===== src/rtl/psec_pkg.sv =====
// Shared types and constants for the pcap stream extent checker.
`default_nettype none

package psec_pkg;

  localparam int OFFSET_BITS_DEFAULT = 34;
  localparam int END_OFFSET_W        = 34;
  localparam int SNAP_LIMIT_W        = 23;
  localparam int RECORD_LIMIT_W      = 24;
  localparam int CFG_DATA_W          = 24;
  localparam int CFG_INDEX_W         = 1;

  localparam logic [CFG_INDEX_W-1:0] REG_SNAP_LIMIT   = 1'b0;
  localparam logic [CFG_INDEX_W-1:0] REG_RECORD_LIMIT = 1'b1;

  localparam logic [SNAP_LIMIT_W-1:0]   SNAP_LIMIT_RESET   = 23'd4194304;
  localparam logic [RECORD_LIMIT_W-1:0] RECORD_LIMIT_RESET = 24'd10000000;

  localparam logic [31:0] MAGIC_SWAPPED    = 32'hD4C3B2A1;
  localparam logic [31:0] MAGIC_SWAPPED_NS = 32'h4D3CB2A1;

  localparam int GLOBAL_HDR_BYTES = 24;
  localparam int REC_HDR_BYTES    = 16;

  // byte positions within the global header
  localparam logic [4:0] POS_MAGIC_LAST  = 5'd3;
  localparam logic [4:0] POS_SNAP_LAST   = 5'd19;
  localparam logic [4:0] POS_GLOBAL_LAST = 5'd23;
  // byte positions within a record header
  localparam logic [3:0] POS_INCL_LAST   = 4'd11;
  localparam logic [3:0] POS_REC_LAST    = 4'd15;

  typedef enum logic [1:0] {
    PH_DONE,
    PH_GLOBAL,
    PH_RECHDR,
    PH_PAYLOAD
  } phase_t;

  typedef struct packed {
    logic [7:0] data_byte;
    logic       first;
    logic       last;
  } byte_item_t;

  typedef struct packed {
    logic                    valid_res;
    logic [END_OFFSET_W-1:0] end_offset;
  } result_t;

  typedef struct packed {
    logic [SNAP_LIMIT_W-1:0]   snap_limit;
    logic [RECORD_LIMIT_W-1:0] record_limit;
  } cfg_t;

endpackage

`default_nettype wire


===== src/rtl/psec_walker.sv =====
// Header parser and record walker: one byte per step.
`default_nettype none

module psec_walker #(
  parameter int OFFSET_BITS = psec_pkg::OFFSET_BITS_DEFAULT
) (
  input  wire logic                 clk,
  input  wire logic                 rst,
  input  wire logic                 step,
  input  wire psec_pkg::byte_item_t item,
  input  wire psec_pkg::cfg_t       cfg,
  output logic                      fin,
  output psec_pkg::result_t         res
);

  localparam int OutW = psec_pkg::END_OFFSET_W;

  psec_pkg::phase_t        phase, cur_phase, phase_next;
  logic [4:0]              field_pos, cur_pos, field_pos_next;
  logic                    byte_swapped, cur_swapped, byte_swapped_next;
  logic [31:0]             field_shift, cur_shift, field_shift_next;
  logic [31:0]             snap_length, cur_snap, snap_length_next;
  logic [31:0]             included_length, cur_incl, included_length_next;
  logic [OFFSET_BITS-1:0]  record_start, cur_rstart, record_start_next;
  logic [22:0]             payload_left, cur_pleft, payload_left_next;
  logic [23:0]             records_seen, cur_seen, records_seen_next;

  logic [1:0]              lane;
  logic                    big;
  logic [31:0]             gbase, gathered;
  logic [3:0]              rpos;
  logic [22:0]             pleft_dec;
  logic                    stop;
  logic [OutW+OFFSET_BITS-1:0] rstart_wide;

  // a first byte restarts the walk from clean state
  always_comb begin
    if (item.first) begin
      cur_phase   = psec_pkg::PH_GLOBAL;
      cur_pos     = '0;
      cur_swapped = 1'b0;
      cur_shift   = '0;
      cur_snap    = '0;
      cur_incl    = '0;
      cur_rstart  = '0;
      cur_pleft   = '0;
      cur_seen    = '0;
    end else begin
      cur_phase   = phase;
      cur_pos     = field_pos;
      cur_swapped = byte_swapped;
      cur_shift   = field_shift;
      cur_snap    = snap_length;
      cur_incl    = included_length;
      cur_rstart  = record_start;
      cur_pleft   = payload_left;
      cur_seen    = records_seen;
    end
  end

  // field assembly in either byte order
  always_comb begin
    lane  = cur_pos[1:0];
    gbase = (lane == 2'd0) ? '0 : cur_shift;
    if (cur_phase == psec_pkg::PH_GLOBAL) begin
      big = (cur_pos > psec_pkg::POS_MAGIC_LAST) && cur_swapped;
    end else begin
      big = cur_swapped;
    end
    if (big) begin
      gathered = {gbase[23:0], item.data_byte};
    end else begin
      gathered = gbase | ({24'd0, item.data_byte} << {lane, 3'b000});
    end
  end

  assign rpos      = cur_pos[3:0];
  assign pleft_dec = cur_pleft - {22'd0, (cur_pleft != '0)};

  // next state
  always_comb begin
    phase_next           = cur_phase;
    field_pos_next       = cur_pos;
    byte_swapped_next    = cur_swapped;
    field_shift_next     = cur_shift;
    snap_length_next     = cur_snap;
    included_length_next = cur_incl;
    record_start_next    = cur_rstart;
    payload_left_next    = cur_pleft;
    records_seen_next    = cur_seen;
    stop                 = 1'b0;

    unique case (cur_phase)
      psec_pkg::PH_DONE: begin
      end
      psec_pkg::PH_GLOBAL: begin
        field_shift_next = gathered;
        if (cur_pos == psec_pkg::POS_MAGIC_LAST) begin
          byte_swapped_next = (gathered == psec_pkg::MAGIC_SWAPPED) ||
                              (gathered == psec_pkg::MAGIC_SWAPPED_NS);
        end else if (cur_pos == psec_pkg::POS_SNAP_LAST) begin
          snap_length_next = gathered;
        end
        if (cur_pos == psec_pkg::POS_GLOBAL_LAST) begin
          if (cur_snap == '0 || cur_snap > {9'd0, cfg.snap_limit}) begin
            stop = 1'b1;
          end else begin
            record_start_next = OFFSET_BITS'(psec_pkg::GLOBAL_HDR_BYTES);
            field_pos_next    = '0;
            phase_next        = psec_pkg::PH_RECHDR;
            if (cur_seen >= cfg.record_limit) begin
              stop = 1'b1;
            end
          end
        end else begin
          field_pos_next = cur_pos + 5'd1;
        end
      end
      psec_pkg::PH_RECHDR: begin
        field_shift_next = gathered;
        if (rpos == psec_pkg::POS_INCL_LAST) begin
          included_length_next = gathered;
        end
        if (rpos == psec_pkg::POS_REC_LAST) begin
          field_pos_next = '0;
          if (cur_incl == '0 || cur_incl > cur_snap || gathered < cur_incl) begin
            stop = 1'b1;
          end else begin
            records_seen_next = cur_seen + 24'd1;
            record_start_next = cur_rstart + OFFSET_BITS'(psec_pkg::REC_HDR_BYTES) +
                                OFFSET_BITS'(cur_incl);
            payload_left_next = cur_incl[22:0];
            if (records_seen_next >= cfg.record_limit) begin
              stop = 1'b1;
            end
            phase_next = (payload_left_next == '0) ? psec_pkg::PH_RECHDR
                                                   : psec_pkg::PH_PAYLOAD;
          end
        end else begin
          field_pos_next = {1'b0, rpos} + 5'd1;
        end
      end
      psec_pkg::PH_PAYLOAD: begin
        payload_left_next = pleft_dec;
        if (pleft_dec == '0) begin
          field_pos_next = '0;
          phase_next     = psec_pkg::PH_RECHDR;
        end
      end
      default: begin
      end
    endcase

    fin = stop || (cur_phase != psec_pkg::PH_DONE && item.last);
    if (fin) begin
      phase_next = psec_pkg::PH_DONE;
    end
  end

  // result
  always_comb begin
    rstart_wide   = {{OutW{1'b0}}, record_start_next};
    res.valid_res = (records_seen_next != '0);
    res.end_offset = res.valid_res ? rstart_wide[OutW-1:0] : '0;
  end

  always_ff @(posedge clk) begin
    if (rst) begin
      phase           <= psec_pkg::PH_DONE;
      field_pos       <= '0;
      byte_swapped    <= 1'b0;
      field_shift     <= '0;
      snap_length     <= '0;
      included_length <= '0;
      record_start    <= '0;
      payload_left    <= '0;
      records_seen    <= '0;
    end else if (step) begin
      phase           <= phase_next;
      field_pos       <= field_pos_next;
      byte_swapped    <= byte_swapped_next;
      field_shift     <= field_shift_next;
      snap_length     <= snap_length_next;
      included_length <= included_length_next;
      record_start    <= record_start_next;
      payload_left    <= payload_left_next;
      records_seen    <= records_seen_next;
    end
  end

endmodule

`default_nettype wire


===== config.mk =====
export PLATFORM = sky130hd
export DESIGN_NAME = psec_walker
export DESIGN_NICKNAME = d
export VERILOG_FILES = /design/src/rtl/psec_pkg.sv /design/src/rtl/psec_walker.sv
export SDC_FILE = /design/constraint.sdc
export NUM_CORES = 1
export LEC_CHECK = 0
export BUFFER_PORTS_ARGS = -buffer_cell sky130_fd_sc_hd__buf_2
export CAP_MARGIN = 20
export CORE_MARGIN = 4
export CORE_UTILIZATION = 25
export DETAILED_ROUTE_END_ITERATION = 10
export PLACE_DENSITY = 0.46
export SYNTH_ARGS = -nofsm -noshare
export SYNTH_HDL_FRONTEND = slang
export SYNTH_SLANG_ARGS = --single-unit

===== constraint.sdc =====
create_clock -name clk -period 9.5 [get_ports clk]
set_clock_uncertainty 0.1 [all_clocks]
set_input_delay 1.425 -clock clk [delete_from_list [all_inputs] [get_ports clk]]
set_output_delay 1.425 -clock clk [all_outputs]
set_load 0.05 [all_outputs]

Word-level counts from Yosys, hierarchy flattened
Cells that the tools add are included.
{"block": "op_classes", "n_reduce_logical": 16, "order_cmp": 6, "mux": 52, "add_sub_neg": 6, "n_bitwise": 1, "n_eq_ne": 10, "shifts": 1}
{"operator": "$mux W32", "count": 11}
{"operator": "$mux W34", "count": 6}
{"operator": "$mux W24", "count": 4}
{"operator": "$mux W23", "count": 3}
{"operator": "$pmux W34 S2", "count": 1}
{"operator": "$logic_not A32 Y1", "count": 2}
{"operator": "$ge A24 B24 Y1", "count": 2}
{"operator": "$logic_not A23 Y1", "count": 2}
{"operator": "$pmux W23 S2", "count": 1}
{"operator": "$add A34 B32 Y34", "count": 1}
{"operator": "$add A34 B5 Y34 const B", "count": 1}
{"operator": "$eq A32 B31 Y1 const B", "count": 1}
{"operator": "$eq A32 B32 Y1 const B", "count": 1}
{"operator": "$gt A32 B23 Y1", "count": 1}
{"operator": "$gt A32 B32 Y1", "count": 1}
{"operator": "$lt A32 B32 Y1", "count": 1}
{"operator": "$or A32 B32 Y32", "count": 1}
{"operator": "$shl A8 B5 Y32", "count": 1}
{"operator": "$mux W5", "count": 5}
{"operator": "$add A24 B1 Y24 const B", "count": 1}
{"operator": "$reduce_bool A24 Y1", "count": 1}
{"operator": "$reduce_bool A23 Y1", "count": 1}
{"operator": "$sub A23 B1 Y23", "count": 1}
{"operator": "$pmux W5 S3", "count": 1}
{"operator": "17 further kinds", "count": 41}
{"block": "totals", "regBits": 185, "word_cells": 101, "input_bits": 60, "output_inout_bits": 36}

Depth between registers and ports, before layout
{"block": "depth", "ltp_word": 12, "depth_mapped": 29, "depth_no_buf": 20}

Worst setup path before layout
OpenSTA, ideal clock, no wires.
{"block": "synth_timing", "kind": "input port to output port", "from": "input port item[1] (netlist name)", "to": "output port res[33] (netlist name)", "path_buffers": 9, "t_arrival_ns": 8.435, "path_slack_ns": -0.460, "stages": 27, "t_required_ns": 7.975, "path_cell_list": "clkbuf_1 -> clkbuf_1 -> clkbuf_1 -> clkbuf_1 -> clkbuf_1 -> buf_1 -> nor2_1 -> inv_1 -> ha_1 -> nor4b_4 -> a211oi_2 -> buf_2 -> buf_2 -> mux2i_1 -> o21ai_1 -> ha_1 -> nand4_1 -> nor2_1 -> a2111oi_0 -> a2111oi_0 -> a2111oi_4 -> buf_6 -> nor4bb_1 -> xor2_1 -> a2111oi_2 -> nor4b_4 -> a211oi_1"}
{"item": "from (decl)", "line_no": "psec_walker.sv:10", "source": "input wire psec_pkg::byte_item_t item,"}
{"item": "to (decl)", "line_no": "psec_walker.sv:13", "source": "output psec_pkg::result_t res"}

==> impl_metrics.csv <==
group,metric,value,unit
run_status,outcome,"completed",
flow_run,max_cap_viol_count,0,
synth,synth.ff_latch_count,185,
drt,vias,16900,
setup_path,cp-end-kind,"output port",
floorplanning,start_util,0.253,
clocking,postCtsSetupBuffers,0,
place,io_buffers,95,
clocking,clock_path_buffers,2,
sta,fin_crit_sh,0.949,
setup_path,start_kind,"primary input",
power_and_ir_drop,irDropWorstVdd,0.160,mV
final_layout,layout_commonest_cell,"nor2_1",
sta,setup-tns-final,0,ns
setup_path,worstPathRequired,7.98,ns
power_and_ir_drop,cellInternalPower,1.18,mW
power_and_ir_drop,clockPowerShare,0.429,
grt,grt_antenna_before_repair,0,
power_and_ir_drop,switchingPower,515,uW
power_and_ir_drop,sequentialPowerShare,0.462,
sta,period_needed,9.01,ns
grt,first_global_vias,16200,
clocking,clkTransAtPathRegs,0.08,ns
floorplanning,ioPinCount,96,
final_layout,drive_gt1_frac,0.116,
synth,ys_types,87,
drt,routed_wirelength,64600,um
clocking,cts_num_sinks,185,
setup_path,cp_max_fo,35,
clocking,cts_max_level,4,
drt,first_pass_iters,5,
floorplanning,die_x,267,um
synth,async_flop_share,0,
grt,overflow,0,
power_and_ir_drop,p_per_area,90.2,nW/um^2
setup_path,arrival,7.49,ns
clocking,clockRootBuffer,"clkbuf_16",
grt,grt_max_degree,104,
sta,fmax,111,MHz
sta,rsz0062_at_grt,"no",
setup_path,crit_type,"in2out",
sta,holdWs,0.376,ns
clocking,numCtsBuffers,17,
floorplanning,core,66100,sq um
synth,ys_warn_count,0,
synth,post_synth_instance_area,16700,sq um
synth,syn_avg_cell_area,7.54,sq um
final_layout,final_cell_mix,"nor2_1 (228), ha_1 (208), nand2_1 (201)",
synth,synth_edf_count,0,
power_and_ir_drop,switching_share,0.303,
sta,setup_violations,0,
drt,drt_iter0_markers,1380,
clocking,cts_tree,"done",
sta,finalWorstSetupSlack,0.488,ns
power_and_ir_drop,leakage,8.34,nW
place,place_hpwl,49600,um
drt,route.detailed.drc,0,
power_and_ir_drop,p_comb_frac,0.109,
grt,grt_pass1_wl,98800,um
sta,tightest_slew,1.01,ns
final_layout,n_antenna_cell,0,
worst_hold_path,hp-class,"reg2reg",
clocking,insertion_delay,0.50,ns
clocking,cts_hold_buf,0,
synth,syn-num-nets,2488,
floorplanning,die_height,267,um
sta,relSlewSlack,0.325,
floorplanning,rows,94,
synth,synthFlopType,"dfxtp_1",
synth,syn_inst,2219,
setup_path,slowest_stage,"a2111oi_4",
sta,drv_slew,0,
place,place_congestion,0.902,
place,dpl_worst_slack,0.562,ns
drt,wire_per_inst,20.6,um
setup_path,crit_chain,"buf_4, nor2_1, inv_1, ha_1, nor4b_4, a211oi_4, nor3_1, buf_4, nand2_1, o21ai_1, ha_1, a21oi_1, nand2_1, a221oi_1, o211ai_2, a2111oi_4, nor2_4, a211o_1, a2111oi_2, nor4b_4, buf_12, a21oi_1, buf_2",
setup_path,slowest_delay,0.84,ns
grt,track_usage,0.177,
drt,drtAntennaViolNets,0,
sta,finalHoldViolations,0,
final_layout,finalNetCount,2523,
clocking,cts_resized,0,
final_layout,fin_util,0.285,
floorplanning,die_area,71200,sq um
drt,vias_per_cell,5.41,
final_layout,area_growth,12.5,%
synth,yosysSeqAreaShare,0.221,
==> registers in the layout, indices dropped and copies added (netlist names) <==
register and count:
record_start 34, field_shift 32, included_length 32, snap_length 32, records_seen 24, payload_left 23, field_pos 5, phase 2
byte_swapped 1
==> worst max-delay path: cells and delay by family <==
family / cells / cell delay [ns]
simple gates: 7 / 1.19
fa+ha+maj: 2 / 0.61
buf+inv: 5 / 1.07
compound gates: 9 / 3.14
==> logic make-up after synthesis <==
group / Yosys count / share of synthesized area
compound gates: 642 / 0.261
mux: 48 / 0.0289
simple gates: 796 / 0.236
xor+xnor: 54 / 0.0283
buf+inv: 285 / 0.0685
flops: 185 / 0.221
fa+ha+maj: 209 / 0.157
==> per-layer routing <==
layer / part of all wire / wire length [um] / vias up / GRT usage
met5: 0 / 0 / - / 0
li1: - / - / 8167 / -
met3: 0.047 / 3040 / 62 / 0.0237
met1: 0.47 / 30600 / 8221 / 0.248
met2: 0.46 / 30000 / 486 / 0.288
met4: 0.017 / 1090 / 0 / 0.0458
==> power groups by stage <==
stage          Clock, mW  Sequential (mW)  Combinational [mW]
2_1_floorplan          0            0.801               0.116
3_3_place_gp           0            0.804               0.183
3_5_place_dp           0            0.804               0.184
4_1_cts            0.748            0.785               0.186
5_1_grt            0.774            0.786               0.202
6_report           0.728            0.786               0.185
==> through the flow <==
step	instance area [sq um]	instances	power [mW]
final	18800	3131	1.70
after global routing	18800	3131	1.76
after CTS	18800	3131	1.72
after detailed placement	18300	3099	0.988
after global placement	18300	3099	0.986
after floorplan	16800	2219	0.917
==> synth_stat cells (all sizes together) (5+ instances only) <==
library cell	number	area, sq um
a2111oi	9	104
a211o	6	52.6
a211oi	31	243
a21o	41	308
a21oi	130	651
a22o	13	114
a22oi	138	1040
a31oi	30	188
a32oi	10	87.6
and2	10	62.6
and3	16	100
and4	8	70.1
buf	27	171
clkbuf	109	415
dfxtp	185	3700
ha	208	2600
inv	149	559
mux2i	46	460
nand2	201	754
nand2b	16	100
nand3	44	220
nand3b	7	52.6
nand4	33	206
nor2	260	1060
nor2b	70	438
nor3	44	225
nor3b	6	45.0
nor4	33	221
nor4b	7	91.3
o2111ai	6	52.6
o211ai	14	124
o21a	14	105
o21ai	123	616
o221ai	7	61.3
o311ai	5	43.8
o31ai	10	75.1
o32ai	5	43.8
or2	13	81.3
or3	10	62.6
or4	7	52.6
xnor2	33	289
xor2	21	184
==> path summary, 6_finish.rpt <==
path                          from          endpoint  slack, ns  cells past startpoint
setup / recovery           item[1]           res[29]       0.49                     23
hold / removal    records_seen[13]  records_seen[13]       0.38                      2
setup reg to reg      field_pos[0]  record_start[32]       3.35                     18
hold reg to reg   records_seen[13]  records_seen[13]       0.38                      2
==> layout make-up <==
class                      instances  area (sq um)
sequential                       185          3700
clock buffer                      19           443
multi-input combinational       1749         12000
fill                            7217         47300
inverter                         149           559
clock inverter                    13           111
timing repair buffer             152           973
tap                              864          1080
Note: power is estimated with default switching activity, not from simulation.
